===== src/rtl/wrvt_pkg.sv =====
package wrvt_pkg;

  // Fraction width of the sample, weight, mean and weight-sum fixed-point fields.
  localparam int FRAC_BITS = 16;
  localparam int VAL_W     = FRAC_BITS + 1;
  localparam int WSUM_W    = 32;
  localparam int SPREAD_W  = 48;
  localparam int IDX_W     = 12;
  localparam int CMD_W     = 2;
  localparam int STAT_W    = 2;

  localparam int DEF_CELL_COUNT = 4096;

  // Datapath widths.
  localparam int NUM_W  = 2 * VAL_W;
  localparam int PROD_W = 3 * VAL_W;
  localparam int DIV_DW = SPREAD_W + 1;
  localparam int DIV_QW = VAL_W + 1;
  localparam int DIV_RW = WSUM_W + 1;

  localparam logic [VAL_W-1:0]    ONE        = {1'b1, {FRAC_BITS{1'b0}}};
  localparam logic [WSUM_W-1:0]   WSUM_MAX   = '1;
  localparam logic [SPREAD_W-1:0] SPREAD_MAX = '1;

  localparam logic [CMD_W-1:0] CMD_ACCUM = 2'd0;
  localparam logic [CMD_W-1:0] CMD_READ  = 2'd1;
  localparam logic [CMD_W-1:0] CMD_CLEAR = 2'd2;

  localparam logic [STAT_W-1:0] ST_OK   = 2'd0;
  localparam logic [STAT_W-1:0] ST_ZERO = 2'd1;
  localparam logic [STAT_W-1:0] ST_SAT  = 2'd2;

  typedef struct packed {
    logic [VAL_W-1:0]    mean;
    logic [WSUM_W-1:0]   wsum;
    logic [SPREAD_W-1:0] spread;
  } cell_t;

  typedef struct packed {
    logic               start;
    logic [DIV_DW-1:0]  dividend;
    logic [WSUM_W-1:0]  divisor;
  } div_req_t;

  typedef struct packed {
    logic              busy;
    logic              done;
    logic              ovf;
    logic [DIV_QW-1:0] quotient;
  } div_resp_t;

endpackage


===== src/rtl/wrvt_div.sv =====
module wrvt_div (
  input  logic                clk,
  input  logic                rst_n,
  input  wrvt_pkg::div_req_t  req,
  output wrvt_pkg::div_resp_t resp
);

  localparam int CNT_W = $clog2(wrvt_pkg::DIV_QW);

  typedef enum logic [1:0] {D_IDLE, D_CHECK, D_RUN, D_DONE} dstate_t;

  dstate_t                       dstate_r;
  logic [wrvt_pkg::DIV_RW-1:0]   rem_r;
  logic [wrvt_pkg::DIV_QW-1:0]   dvd_r;
  logic [wrvt_pkg::WSUM_W-1:0]   dvs_r;
  logic [wrvt_pkg::DIV_QW-1:0]   q_r;
  logic [CNT_W-1:0]              cnt_r;
  logic                          ovf_r;

  logic [wrvt_pkg::DIV_RW-1:0]   rem_sh;
  logic [wrvt_pkg::DIV_RW-1:0]   dvs_ext;
  logic                          fits;

  // One quotient bit per cycle, restoring form.
  assign dvs_ext = {1'b0, dvs_r};
  assign rem_sh  = {rem_r[wrvt_pkg::DIV_RW-2:0], dvd_r[wrvt_pkg::DIV_QW-1]};
  assign fits    = rem_sh >= dvs_ext;

  always_ff @(posedge clk) begin
    if (!rst_n) begin
      dstate_r <= D_IDLE;
    end else begin
      case (dstate_r)
        D_IDLE: begin
          if (req.start) begin
            dvs_r    <= req.divisor;
            rem_r    <= wrvt_pkg::DIV_RW'(req.dividend[wrvt_pkg::DIV_DW-1:wrvt_pkg::DIV_QW]);
            dvd_r    <= req.dividend[wrvt_pkg::DIV_QW-1:0];
            dstate_r <= D_CHECK;
          end
        end
        D_CHECK: begin
          // A quotient too wide for the shift register is flagged instead.
          ovf_r    <= rem_r >= dvs_ext;
          q_r      <= '0;
          cnt_r    <= '0;
          dstate_r <= (rem_r >= dvs_ext) ? D_DONE : D_RUN;
        end
        D_RUN: begin
          rem_r <= fits ? (rem_sh - dvs_ext) : rem_sh;
          dvd_r <= {dvd_r[wrvt_pkg::DIV_QW-2:0], 1'b0};
          q_r   <= {q_r[wrvt_pkg::DIV_QW-2:0], fits};
          cnt_r <= cnt_r + 1'b1;
          if (cnt_r == CNT_W'(wrvt_pkg::DIV_QW - 1)) begin
            dstate_r <= D_DONE;
          end
        end
        D_DONE: begin
          dstate_r <= D_IDLE;
        end
        default: begin
          dstate_r <= D_IDLE;
        end
      endcase
    end
  end

  assign resp.busy     = dstate_r != D_IDLE;
  assign resp.done     = dstate_r == D_DONE;
  assign resp.ovf      = ovf_r;
  assign resp.quotient = q_r;

endmodule


===== config.mk =====
export PLATFORM = sky130hd
export DESIGN_NAME = wrvt_div
export DESIGN_NICKNAME = d
export VERILOG_FILES = /design/src/rtl/wrvt_pkg.sv /design/src/rtl/wrvt_div.sv
export SDC_FILE = /design/constraint.sdc
export NUM_CORES = 1
export LEC_CHECK = 0
export BUFFER_PORTS_ARGS = -buffer_cell sky130_fd_sc_hd__buf_4
export CAP_MARGIN = 15
export CORE_UTILIZATION = 40
export CTS_CLUSTER_SIZE = 28
export DETAILED_ROUTE_END_ITERATION = 8
export PLACE_DENSITY_LB_ADDON = 0.3
export SLEW_MARGIN = 20
export SYNTH_ARGS = -nofsm -noshare
export SYNTH_HDL_FRONTEND = slang
export SYNTH_SLANG_ARGS = --single-unit

===== constraint.sdc =====
create_clock -name clk -period 7 [get_ports clk]
set_input_delay 0.7 -clock clk [delete_from_list [all_inputs] [get_ports clk]]
set_output_delay 0.7 -clock clk [all_outputs]
set_load 0.01 [all_outputs]

## Word-level counts from Yosys, hierarchy flattened

Cells that the tools add are included.

| storage, ports and cells | value |
|---|---|
| register bits | 109 |
| latch bits | 0 |
| RAM bits | 0 |
| ROM bits | 0 |
| input bits | 84 |
| output and inout bits | 21 |
| logic and storage cells | 37 |
| memories kept | 0 |

| operators by class | value |
|---|---|
| add/subtract/negate cells | 2 |
| multipliers | 0 |
| div/mod/pow operators | 0 |
| order comparisons | 2 |
| equality and inequality tests | 6 |
| shift operators | 0 |
| muxes and demuxes | 11 |
| bitwise logic cells | 0 |
| reduce and logical (&&, ||, !) cells | 9 |

Operators by type and width:

| kind | count |
|---|---|
| $pmux 18 s2 | 2 |
| $ge 33x32->1 | 2 |
| $mux 33 | 2 |
| $pmux 33 s2 | 1 |
| $sub 33x32->33 | 1 |
| $mux 18 | 1 |
| $pmux 5 s2 | 1 |
| $pmux 2 s4 | 1 |
| $reduce_and 2->1 | 3 |
| $reduce_and 3->1 | 2 |
| $reduce_bool 2->1 | 3 |
| $add 5x1->5 const B | 1 |
| $eq 5x5->1 const B | 1 |
| $eq 2x2->1 const B | 2 |
| $mux 2 | 2 |
| $ne 2x2->1 const B | 2 |
| $eq 2x1->1 const B | 1 |
| $logic_not 2->1 | 1 |
| $mux 1 | 1 |

## Longest topological paths before layout

Gate-level depths: netlist (run 1).

| logic depth | value |
|---|---|
| depth in word-level cells | 3 |
| mapped depth | 14 |
| gate-level depth less buffers | 12 |

## Worst setup path before layout (run 1)

No wires, ideal clock.

| path | value |
|---|---|
| path kind | reg2reg |
| start point | register dstate_r[0] |
| end point | register dvd_r[0] (netlist name), enable pin |
| setup time | 0.465 ns |
| arrival time | 3.330 ns |
| required time | 6.535 ns |
| slack | 3.205 ns |
| stages on the path, launching flop included | 6 |
| path buffers | 1 |
| period minus slack after synthesis | 3.795 ns |
| path through | dfxtp_1 inv_1 ha_1 clkbuf_1 mux2i_1 nor2b_1 |

| between the ends | value |
|---|---|
| longest elaborated chain between the ends | 3 |
| elaborated cells between the ends (all ways) | 5 |
| those cells by class | eq/ne: 2; reduce/logical: 3 |

Ends and longest elaborated chain:

| element | RTL line | text |
|---|---|---|
| start: declaration | wrvt_div.sv:12 | `dstate_t dstate_r;` |
| start signal: assignment | wrvt_div.sv:47 | `dstate_r <= (rem_r >= dvs_ext) ? D_DONE : D_RUN;` |
| $eq 2x2->1 or $logic_not 2->1 (tied branches) | wrvt_div.sv:33 | `case (dstate_r)` |
| $reduce_bool 2->1 (no line) or $ne 2x2->1 (tied branches) | n/a |  |
| $reduce_and 3->1 (no line) * | n/a |  |
| end signal: assignment | wrvt_div.sv:38 | `dvd_r <= req.dividend[wrvt_pkg::DIV_QW-1:0];` |
| end signal: assignment | wrvt_div.sv:51 | `dvd_r <= {dvd_r[wrvt_pkg::DIV_QW-2:0], 1'b0};` |
| end: declaration | wrvt_div.sv:14 | `logic [wrvt_pkg::DIV_QW-1:0] dvd_r;` |

Every way passes the cells marked *; elsewhere a longest branch is shown, timed or not.
A chain may end at the register's enable or synchronous reset.

## Worst setup path after layout (run 1)

| path | value |
|---|---|
| start point | register dvs_r[1] (netlist name) |
| end point | register rem_r[0] (netlist name), data pin |

| between the ends | value |
|---|---|
| longest elaborated chain between the ends | 3 |

Ends and longest elaborated chain:

| element | RTL line | text |
|---|---|---|
| start: declaration | wrvt_div.sv:15 | `logic [wrvt_pkg::WSUM_W-1:0] dvs_r;` |
| start signal: assignment | wrvt_div.sv:36 | `dvs_r <= req.divisor;` |
| $ge 33x32->1 | wrvt_div.sv:27 | `assign fits = rem_sh >= dvs_ext;` |
| $mux 33 | wrvt_div.sv:50 | `rem_r <= fits ? (rem_sh - dvs_ext) : rem_sh;` |
| $pmux 33 s2 | wrvt_div.sv:33 |  |
| end signal: assignment | wrvt_div.sv:37 | `rem_r <= wrvt_pkg::DIV_RW'(req.dividend[wrvt_pkg::DIV_DW-1:wrvt_pkg::DIV_QW]);` |
| end signal: assignment | wrvt_div.sv:50 |  |
| end: declaration | wrvt_div.sv:13 | `logic [wrvt_pkg::DIV_RW-1:0] rem_r;` |

Every way passes these cells.

==> summary.md, run 1 <==
| Metric | Value |
|---|---|
| Total of flip-flops plus latches after synthesis | `109` |
| Highest clock rate | `between 200 and 300 MHz` |
| Portion of the clock cycle consumed by the worst path in the final layout | `51.8%` |
| First drt pass iteration count | `5` |
| Mean instance size in the synthesized netlist | `around 11 µm²` |
| EDFF count, synth | `107` |
| Vias per inst | `5.36` |
| Placement-stage cell area | `8050 µm²` |
| Worst-path clk slew | `0.08 ns` |
| Number of nets at the end of the flow | `913` |
| Clock latency on the worst-skew pair | `around 0.36 ns` |
| Maximum vdd drop | `173 µV` |
| Clock power frac | `17.9%` |
| Chip height | `135 µm` |
| Startpoint of the most critical setup path | `dvs_r[1]` |
| Synthesized net count | `815` |
| Top-Level Pins | `105` |
| Worst min-delay path category | `in -> reg` |
| Number of antenna violations at the first check in global routing | `0` |
| Unique cell type count in the Yosys netlist | `55` |
| Setup Total Neg Slack | `0 ns` |
| Remaining DRCs | `0` |
| Final Cell Area | `8340 µm²` |
| Area of the die | `18200 µm²` |
| RSZ-0062 raised after global routing | `no` |
| Worst Path Class, Setup | `reg -> reg` |
| Crit path launch type | `flop` |
| Via count of the first global-routing pass | `5453` |
| Post-Route Skew | `0.0111 ns` |
| Endpoint kind of the worst setup timing path | `flop` |
| Fillers | `1623` |
| Multi-input gate area in the final layout | `3530 µm²` |
| DRT iter0 DRCs | `272` |
| Crit path time final | `3.62 ns` |
| Total Routing Usage GR | `between 10% and 20%` |
| Part of the power in combinational logic | `46.0%` |
| Worst slew margin relative to its limit | `31.4%` |
| Area of the placeable core | `17300 µm²` |
| Final-report hold violation count | `0` |
| Synthesized cell area | `7060 µm²` |
| Clock buffers created by TritonCTS | `9` |
| Run status | `finished clean` |
| Proportion of total power due to net switching | `38.4%` |
| Area Growth Syn to Fin | `18.0%` |
| Post-synth ARST share | `0%` |
| Post-synthesis cell count | `660` |
| Total wire length | `approximately 16000 µm` |
| Main synth FF type | `sky130_fd_sc_hd__edfxtp_1` |
| Antenna Cells | `0` |
| Synth Warn # | `0` |
| Effective utilization at floorplan | `roughly 40%` |
| Cell internal power dissipation | `~1700 µW` |
| Longest Clk Path Bufs | `2` |
| Final number of setup-violating endpoints | `0` |
| Post-DP HPWL | `approximately 12000 µm` |
| Data arrival time of the critical path | `between 3 and 4 ns` |
| Pins over their slew limit | `0` |
| Power per Cell Area | `338 nW/µm²` |
| Post-detailed-route count of antenna-violating nets | `0` |
| TritonCTS clock tree | `yes` |
| Total vias in the final route | `5294` |
| Per-cell routed wire length | `16.1 µm` |
| Post-synth top area cell | `sky130_fd_sc_hd__edfxtp_1` |
| Buffer type at the clock tree root | `sky130_fd_sc_hd__clkbuf_16` |
| Clock Sink Count | `109` |
| Static leakage power | `roughly 0.0035 µW` |
| Max FO, Critical Path | `40` |
| Launch instance of the worst register-to-register path | `dvs_r[1]` |
| Hold_ws | `between 0.5 and 0.6 ns` |
| Hold_sp | `req[4]` |
| Top post-synthesis cells by area | `sky130_fd_sc_hd__edfxtp_1 45%, sky130_fd_sc_hd__ha_1 12%, sky130_fd_sc_hd__a21oi_1 4.5%` |
| Pin count of the biggest net entering global routing | `75` |
| Area share of the largest cell type after synthesis | `45.5%` |
| Actual slew at the worst max-slew pin | `between 1 and 1.5 ns` |
| Most instantiated cells after synthesis | `107 x sky130_fd_sc_hd__edfxtp_1, 70 x sky130_fd_sc_hd__ha_1, 64 x sky130_fd_sc_hd__a21oi_1, 54 x sky130_fd_sc_hd__nor2_1, 48 x sky130_fd_sc_hd__inv_1` |
| Port Buffer Count | `104` |
| Sequential cell area in the final layout | `about 3300 µm²` |
| Wire length of the first global-routing pass | `26300 µm` |
| Post-CTS sizing | `0` |
| Number of hold-repair buffers added at the cts stage | `0` |
| Setup repair bufs after CTS | `0` |
| Relative contribution of sequential cells to total power | `36.1%` |
| Total number of H-tree levels | `3` |
| Row cnt | `48` |
| Fraction of layout instances using a drive strength above 1 | `between 10% and 20%` |
| Global route total overflow | `0` |
| Dominant cell by count in the synthesized netlist | `sky130_fd_sc_hd__edfxtp_1` |
| Overall die width | `135 µm` |
| Proportion of synthesized chip area in sequential cells | `around 46%` |
| Net load switching power | `about 1100 µW` |
| Sum of internal, switching and leakage power | `2820 µW` |
| GP Congestion | `0.871` |
| Max-capacitance violation count | `0` |
| Worst Path Required | `7.11 ns` |
[final timing paths]
path               endpoint  slack (ns)  depth (start not counted)
setup / recovery   rem_r[0]        3.38                         11
setup reg to reg   rem_r[0]        3.38                         11
hold / removal     dvs_r[4]        0.51                          1
hold reg to reg   dvd_r[14]        0.55                          1
[layout by cell type (no fill, tap or decap), drive strengths merged, types with 7 or more instances in the layout]
cell type,n
a31oi,9
buf,107
mux2,20
nand3,12
nand2b,8
mux2i,25
ha,70
xnor2,19
nor2b,10
and2,22
inv,52
clkbuf,10
nor3,7
nand2,37
xor2,10
edfxtp,107
nand4,8
a21o,23
a21oi,64
nor2,54
o21ai,28
[sequential cells by signal (all words and copies together) (netlist names)]
register / count
dstate_r: 2
ovf_r: 1
cnt_r: 5
dvs_r: 32
dvd_r: 18
rem_r: 33
q_r: 18
[critical path, cell delays in order (launching register included)]
cell,delay (ns)
sky130_fd_sc_hd__edfxtp_1,0.44
sky130_fd_sc_hd__inv_1,0.10
sky130_fd_sc_hd__ha_1,0.24
sky130_fd_sc_hd__nor2b_1,0.15
sky130_fd_sc_hd__o31a_1,0.29
sky130_fd_sc_hd__o31ai_4,0.22
sky130_fd_sc_hd__nand3_1,0.16
sky130_fd_sc_hd__a311o_1,0.42
sky130_fd_sc_hd__a31oi_2,0.22
sky130_fd_sc_hd__o21ba_4,0.65
sky130_fd_sc_hd__mux2i_1,0.18
sky130_fd_sc_hd__mux2_2,0.30
[kinds of logic after synthesis]
group | after synthesis | share of synthesized area (%)
adders and majority gates | 71 | 12.7
buffers and inverters | 68 | 4.27
DFF | 109 | 46.1
xor gates and xnor gates | 29 | 3.60
muxes | 45 | 6.73
AOI/OAI and AO/OA | 163 | 14.6
and+or+nand+nor | 175 | 12.0
[final cells by class]
| class | count | share of cell area (%) |
|---|---|---|
| clock buffers | 10 | 2.75 |
| clock inverters | 6 | 0.645 |
| inverters | 48 | 2.16 |
| multi-input cells | 483 | 42.4 |
| flip-flops and latches | 109 | 39.0 |
| well taps | 225 | 3.38 |
| repair buffers | 107 | 9.64 |
[metrics by stage]
stage	setup slack [ns]	instances	util, %
finish	3.38	988	48.2
global placement	3.20	972	46.5
global route	3.18	988	48.2
detailed placement	3.04	972	46.5
floorplan	3.20	660	-
CTS	3.03	988	48.2
[power groups by stage]
stage / Clock (µW) / Combinational [µW] / Sequential [µW]
finish: 504 / 1300 / 1020
floorplan: 0 / 951 / 1030
global placement: 0 / 1260 / 1030
global route: 543 / 1450 / 1040
detailed placement: 0 / 1290 / 1030
CTS: 520 / 1300 / 1020
[metal layers]
metal	routed length (µm)	up-vias	track usage, %
li1	-	2618	-
met1	7440	2528	23.2
met2	7680	126	31.3
met3	603	22	3.42
met4	178	0	5.43
met5	0	-	0
No activity file was read; power rests on OpenSTA's default activity.
==> run 2, diff against run 1 <==
--- a/config.mk
+++ b/config.mk
@@ -5,6 +5,7 @@
 export SDC_FILE = /design/constraint.sdc
 export NUM_CORES = 1
 export LEC_CHECK = 0
+export ABC_AREA = 1
 export BUFFER_PORTS_ARGS = -buffer_cell sky130_fd_sc_hd__buf_4
 export CAP_MARGIN = 15
 export CORE_UTILIZATION = 40
==> constraint.sdc (replaced) <==
create_clock -name clk -period 3.5 [get_ports clk]
set_input_delay 0.35 -clock clk [delete_from_list [all_inputs] [get_ports clk]]
set_output_delay 0.35 -clock clk [all_outputs]
set_load 0.01 [all_outputs]
==> summary.md, run 2 <==
| Metric | Value |
|---|---|
| Complex-gate fraction of the synthesized area | `3.36% (-11 points)` |
| Main combinational cell family by area after synthesis | `simple AND/OR/NAND/NOR gates` |
| Port Buffer Count | `104 (unchanged)` |
| Share of synthesized cell area in full adder, half adder and majority cells | `10.8% (-1.9 points)` |
| Registers with the most flip-flops | `rem_r x33, dvs_r x32` |
| Via count of the first global-routing pass | `7024 (+29%)` |
| Number of nets at the end of the flow | `1417 (+55%)` |
| Post-synth top area cell | `sky130_fd_sc_hd__edfxtp_1` |
| Fillers | `2119 (+31%)` |
| Wire length of the first global-routing pass | `34200 µm (+30%)` |
| Post-CTS sizing | `0 (unchanged)` |
| Total of flip-flops plus latches after synthesis | `109 (unchanged)` |
| Overall die width | `146 µm (+8.3%)` |
| Clock latency on the worst-skew pair | `0.37 ns (about the same)` |
| Total wire length | `20900 µm (+32%)` |
| Worst min-delay path category | `in -> reg` |
| Most instantiated cells after synthesis | `460 x sky130_fd_sc_hd__nand2_1, 224 x sky130_fd_sc_hd__inv_1, 107 x sky130_fd_sc_hd__edfxtp_1, 93 x sky130_fd_sc_hd__nand3_1, 73 x sky130_fd_sc_hd__nor2_1` |
| Area of the die | `21400 µm² (+17%)` |
| Clock buffers created by TritonCTS | `9 (unchanged)` |
| Final number of setup-violating endpoints | `0 (unchanged)` |
| Antenna Cells | `0 (unchanged)` |
| Longest Clk Path Bufs | `2 (unchanged)` |
| Total vias in the final route | `7148 (+35%)` |
| Area fraction in and, or, nand and nor cells after synthesis | `32.9% (+21 points)` |
| Global route total overflow | `0 (unchanged)` |
| Max-capacitance violation count | `0 (unchanged)` |
| Number of antenna violations at the first check in global routing | `0 (unchanged)` |
| Chip height | `146 µm (+8.3%)` |
| Effective utilization at floorplan | `40.9% (+0.098 points)` |
| Area of the placeable core | `20300 µm² (+17%)` |
| Worst-path clk slew | `0.09 ns (about the same)` |
| Total number of H-tree levels | `3 (unchanged)` |
| Setup repair bufs after CTS | `0 (unchanged)` |
| TritonCTS clock tree | `yes` |
| Portion of the clock cycle consumed by the worst path in the final layout | `81.8% (+30 points)` |
| Fraction of layout instances using a drive strength above 1 | `11.7% (-8.1 points)` |
| Number of flip-flops under the largest register name | `33 (unchanged)` |
| Clock Sink Count | `109 (unchanged)` |
| Top-Level Pins | `105 (unchanged)` |
| Unique cell type count in the Yosys netlist | `37 (-33%)` |
| Highest clock rate | `349 MHz (+27%)` |
| Final-report hold violation count | `0 (unchanged)` |
| Max FO, Critical Path | `15 (-63%)` |
| Remaining DRCs | `0 (unchanged)` |
| Actual slew at the worst max-slew pin | `1.01 ns (-0.0202 ns)` |
| Pin count of the biggest net entering global routing | `69 (-8.0%)` |
| Post-DP HPWL | `16100 µm (+35%)` |
| Run status | `finished clean` |
| Main synth FF type | `sky130_fd_sc_hd__edfxtp_1` |
| Total Routing Usage GR | `20.2% (+2.0 points)` |
| Synthesized net count | `1320 (+62%)` |
| Vias per inst | `4.65 (-13%)` |
| Worst Path Class, Setup | `reg -> reg` |
| Fraction of synthesized area in multiplexers | `0% (-6.7 points)` |
| Core occupancy in the finished layout | `47.7% (-0.51 points)` |
| Per-cell routed wire length | `13.6 µm (-15%)` |
| Data arrival time of the critical path | `2.99 ns (-0.75 ns)` |
| Post-Route Skew | `0.0148 ns (+0.00373 ns)` |
| Most frequent cells in the layout | `460 x sky130_fd_sc_hd__nand2_1, 223 x sky130_fd_sc_hd__inv_1, 110 x sky130_fd_sc_hd__buf_4` |
| Row cnt | `52 (+8.3%)` |
| Leading cell type in the layout, fill and taps excluded | `sky130_fd_sc_hd__nand2_1` |
| RSZ-0062 raised after global routing | `no` |
| Mean instance size in the synthesized netlist | `7.13 µm² (-33%)` |
| Post-synth ARST share | `0% (unchanged)` |
| Post-synthesis cell count | `1165 (+77%)` |
| Power per Cell Area | `667 nW/µm² (+97%)` |
| Setup Total Neg Slack | `0 ns (unchanged)` |
| Pins over their slew limit | `0 (unchanged)` |
| DRT iter0 DRCs | `408 (+50%)` |
| Number of hold-repair buffers added at the cts stage | `0 (unchanged)` |
| Crit path time final | `2.86 ns (-0.760 ns)` |
| Post-detailed-route count of antenna-violating nets | `0 (unchanged)` |
| Biggest register | `rem_r` |
| Worst slew margin relative to its limit | `32.6% (+1.2 points)` |
| First drt pass iteration count | `5 (unchanged)` |
| Maximum vdd drop | `366 µV (+110%)` |
| Proportion of synthesized chip area in sequential cells | `39.2% (-6.9 points)` |
| EDFF count, synth | `107 (unchanged)` |
| Dominant cell by count in the synthesized netlist | `sky130_fd_sc_hd__nand2_1` |
| GP Congestion | `0.929 (+6.7%)` |
| Static leakage power | `0.00519 µW (+47%)` |
| Area share of the largest cell type after synthesis | `38.7% (-6.8 points)` |
| Synthesized cell area | `8310 µm² (+18%)` |
| Synth Warn # | `0 (unchanged)` |
| Worst Path Required | `3.62 ns (-3.49 ns)` |
| Parity-gate share of the synthesized area counting xor and xnor cells | `1.79% (-1.8 points)` |
| Crit path launch type | `flop` |
| Area Growth Syn to Fin | `16.5%` |
| Buffer type at the clock tree root | `sky130_fd_sc_hd__clkbuf_16` |
| Top post-synthesis cells by area | `sky130_fd_sc_hd__edfxtp_1 39%, sky130_fd_sc_hd__nand2_1 21%, sky130_fd_sc_hd__ha_1 11%` |
| Endpoint kind of the worst setup timing path | `flop` |
run 2: power by group:
| group | internal [µW] | switching, µW |
|---|---|---|
| logic | 1120 | 2130 |
| clock network | 524 | 588 |
| registers | 1920 | 179 |
run 2: kinds of logic after synthesis:
logic type               Yosys count
AO/OA/AOI/OAI                     50
flip-flops                       109
buffers and inverters            253
AND/OR/NAND/NOR                  665
adder cells (fa/ha/maj)           71
XOR/XNOR                          17
run 2: layout make-up:
class | count | area (µm²) | share of cell area (%)
sequential | 109 | 3250 | 33.6
clock inverter | 7 | 96.3 | 0.995
multi-input combinational | 803 | 4080 | 42.2
inverter | 229 | 860 | 8.88
clock buffer | 9 | 225 | 2.33
tap | 270 | 338 | 3.49
timing repair buffer | 110 | 826 | 8.53
run 2: final timing paths:
kind / from / end / slack (ns) / cells past startpoint
setup / recovery: rem_r[25] / rem_r[1] / 0.64 / 11
hold / removal: req[8] / dvs_r[8] / 0.14 / 1
setup reg to reg: rem_r[25] / rem_r[1] / 0.64 / 11
hold reg to reg: dvd_r[15] / dvd_r[16] / 0.52 / 2
run 2: layer usage:
| metal | up-vias | global-route usage, % | routed length [µm] |
|---|---|---|---|
| met1 | 3143 | 26.0 | 9840 |
| li1 | 3823 | - | - |
| met3 | 22 | 6.22 | 1430 |
| met5 | - | 0 | 0 |
| met2 | 160 | 33.0 | 9260 |
| met4 | 0 | 4.74 | 383 |
run 2: through the flow:
step                hold WS (ns)  cells  setup slack, ns  power (µW)  area (µm²)
finish                     0.145   1537            0.636        6460        9680
global placement           0.501   1521            0.683        5340        9360
detailed placement         0.503   1521            0.687        5370        9360
floorplan                  0.449   1165            0.672        4480        8320
global route               0.134   1537            0.497        7020        9680
CTS                        0.134   1537            0.652        6500        9680
run 2: critical path, cell delays in order (launching register included):
cell                       delay, ns
sky130_fd_sc_hd__edfxtp_1       0.45
sky130_fd_sc_hd__ha_1           0.40
sky130_fd_sc_hd__nand2_1        0.09
sky130_fd_sc_hd__nand2_1        0.08
sky130_fd_sc_hd__a21oi_1        0.25
sky130_fd_sc_hd__o21ai_0        0.17
sky130_fd_sc_hd__a21oi_4        0.31
sky130_fd_sc_hd__buf_4          0.32
sky130_fd_sc_hd__buf_4          0.27
sky130_fd_sc_hd__nand3_1        0.10
sky130_fd_sc_hd__nand3_1        0.12
sky130_fd_sc_hd__nand2_1        0.06
==> run 3, diff against run 2 <==
==> constraint.sdc (replaced) <==
create_clock -name clk -period 2.5 [get_ports clk]
set_input_delay 0.25 -clock clk [delete_from_list [all_inputs] [get_ports clk]]
set_output_delay 0.25 -clock clk [all_outputs]
set_load 0.01 [all_outputs]
==> summary.md, run 3 (same netlist as run 2, synthesis figures left out) <==
| Metric | Value |
|---|---|
| Run status | `finished clean` |
| Area of the placeable core | `20300 µm² (unchanged)` |
| Static leakage power | `0.00541 µW (+4.2%)` |
| Row cnt | `52 (unchanged)` |
| Longest Clk Path Bufs | `2 (unchanged)` |
| Power per Cell Area | `935 nW/µm² (+40%)` |
| Antenna Cells | `0 (unchanged)` |
| Highest clock rate | `414 MHz (+19%)` |
| Core occupancy in the finished layout | `51.3% (+3.6 points)` |
| Port Buffer Count | `104 (unchanged)` |
| Overall die width | `146 µm (unchanged)` |
| Post-Route Skew | `0.0135 ns (-0.00126 ns)` |
| Actual slew at the worst max-slew pin | `0.722 ns (-0.287 ns)` |
| Top-Level Pins | `105 (unchanged)` |
| Chip height | `146 µm (unchanged)` |
| Total wire length | `22600 µm (+8.1%)` |
| Met1 WL | `10300 µm (+4.5%)` |
| Number of flip-flops under the largest register name | `33 (unchanged)` |
| Uppermost layer routed | `met4` |
| Pins over their slew limit | `0 (unchanged)` |
| Post-DP HPWL | `16700 µm (+4.1%)` |
| Met3 routed wirelength | `1550 µm (+8.1%)` |
| Most frequent cells in the layout | `450 x sky130_fd_sc_hd__nand2_1, 222 x sky130_fd_sc_hd__inv_1, 130 x sky130_fd_sc_hd__buf_4` |
| DRT iter0 DRCs | `456 (+12%)` |
| Final number of setup-violating endpoints | `0 (unchanged)` |
| Max-capacitance violation count | `0 (unchanged)` |
| First drt pass iteration count | `5 (unchanged)` |
| Per-cell routed wire length | `14.4 µm (+5.8%)` |
| Worst-path clk slew | `0.09 ns (about the same)` |
| Post-detailed-route count of antenna-violating nets | `0 (unchanged)` |
| Area Growth Syn to Fin | `25.3%` |
| Worst Path Class, Setup | `reg -> reg` |
| Post-layout worst setup margin | `0.0854 ns (-0.550 ns)` |
| Worst setup path endpoint | `rem_r[14]` |
| Endpoint kind of the worst setup timing path | `flop` |
| Number of nets at the end of the flow | `1450 (+2.3%)` |
| Setup slack, reg-to-reg | `0.09 ns (-0.55 ns)` |
| Via count of the first global-routing pass | `7106 (+1.2%)` |
| Worst-case setup slack after placement | `-0.0196 ns (-0.706 ns)` |
| Leading cell type in the layout, fill and taps excluded | `sky130_fd_sc_hd__nand2_1` |
| Registers with the most flip-flops | `rem_r x33, dvs_r x32` |
| Launch instance of the worst register-to-register path | `rem_r[22]` |
| Startpoint of the most critical setup path | `rem_r[22]` |
| Worst min-delay path category | `in -> reg` |
| Area of the die | `21400 µm² (unchanged)` |
| Fraction of layout instances using a drive strength above 1 | `17.5% (+5.8 points)` |
| Maximum vdd drop | `516 µV (+41%)` |
| Number of cells traversed by the worst register-to-register path | `12 (+1)` |
| Effective utilization at floorplan | `40.9% (unchanged)` |
| Total Routing Usage GR | `20.8% (+0.58 points)` |
| Biggest register | `rem_r` |
| Clock buffers created by TritonCTS | `9 (unchanged)` |
| Number of hold-repair buffers added at the cts stage | `0 (unchanged)` |
| Met2 routed wirelength | `10400 µm (+12%)` |
| Number of antenna violations at the first check in global routing | `0 (unchanged)` |
| Data arrival time of the critical path | `2.54 ns (-0.45 ns)` |
| Crit path launch type | `flop` |
| Wire length of the first global-routing pass | `35100 µm (+2.7%)` |
| Max FO, Critical Path | `16 (+1)` |
| RSZ-0062 raised after global routing | `yes` |
| Portion of the clock cycle consumed by the worst path in the final layout | `96.6% (+15 points)` |
| GP Congestion | `0.921 (-0.84%)` |
| Clock latency on the worst-skew pair | `0.37 ns (about the same)` |
| Crit path time final | `2.41 ns (-0.450 ns)` |
| Vias per inst | `4.74 (+1.8%)` |
| Clock Sink Count | `109 (unchanged)` |
| Total vias in the final route | `7436 (+4.0%)` |
| Buffer type at the clock tree root | `sky130_fd_sc_hd__clkbuf_16` |
| Worst slew margin relative to its limit | `51.8% (+19 points)` |
| Final-report hold violation count | `0 (unchanged)` |
| Global route total overflow | `0 (unchanged)` |
| Worst Path Required | `2.62 ns (-1.00 ns)` |
| TritonCTS clock tree | `yes` |
| Total number of H-tree levels | `3 (unchanged)` |
| Endpoint of the worst-slack reg-to-reg timing path | `rem_r[14]` |
| Remaining DRCs | `0 (unchanged)` |
| Pin count of the biggest net entering global routing | `69 (unchanged)` |
## run 3: power by group
group	switching [µW]	leakage [µW]	internal, µW
logic	3210	0.00424	2050
registers	287	0.00102	2680
clock network	791	0.000149	714
total	4290	0.00541	5440
## run 3: area by class of cell
class	instances	area, µm²
timing repair buffer	141	1190
fill	2034	9880
tap	270	338
clock buffer	9	225
clock inverter	7	77.6
sequential	109	3250
inverter	229	860
multi-input combinational	805	4470
## run 3: worst min-delay path by stage
stage	from	end	cells past startpoint
detailed placement	req[11]	dvs_r[11]	1
CTS	req[0]	dvs_r[0]	1
finish	req[0]	dvs_r[0]	1
global placement	req[28]	dvs_r[28]	1
floorplan	req[0]	dvs_r[0]	0
global route	req[24]	dvs_r[24]	1
## run 3: worst max-delay path: stages (launching register included)
cell and delay, ns:
sky130_fd_sc_hd__edfxtp_1 0.46, sky130_fd_sc_hd__ha_2 0.41, sky130_fd_sc_hd__nand2_1 0.14, sky130_fd_sc_hd__nor2_4 0.15, sky130_fd_sc_hd__nand2_2 0.11, sky130_fd_sc_hd__nor2_4 0.16
sky130_fd_sc_hd__a21oi_4 0.10, sky130_fd_sc_hd__buf_12 0.17, sky130_fd_sc_hd__buf_12 0.13, sky130_fd_sc_hd__nand2_8 0.13, sky130_fd_sc_hd__nand2_1 0.08, sky130_fd_sc_hd__nand3_1 0.07
sky130_fd_sc_hd__nand2_1 0.06
## run 3: per-layer routing
metal  global-route usage [%]  up-vias
li1                         -     3897
met1                     26.5     3322
met2                     35.2      192
met3                     5.09       25
met4                     4.90        0
met5                        0        -
## run 3: metrics by stage
step,power [µW],cells,hold slack (ns),setup TNS [ns],cell area (µm²)
after CTS,9200,1551,0.0374,0,9820
final,9730,1570,0.0465,0,10400
after detailed placement,7660,1535,0.429,-0.0950,9510
after floorplan,6290,1165,0.349,-8.62,8330
after global routing,10600,1570,0.0387,-0.258,10400
after global placement,7600,1535,0.429,0,9510
## run 3: what timing repair did
item | 4_1_cts | 5_1_grt
endpoints found under the setup margin | 26 | 33
buffers inserted | 0 | 15
pin swaps | 0 | 3
gates cloned | 0 | 4
resized for setup | 2 | 60
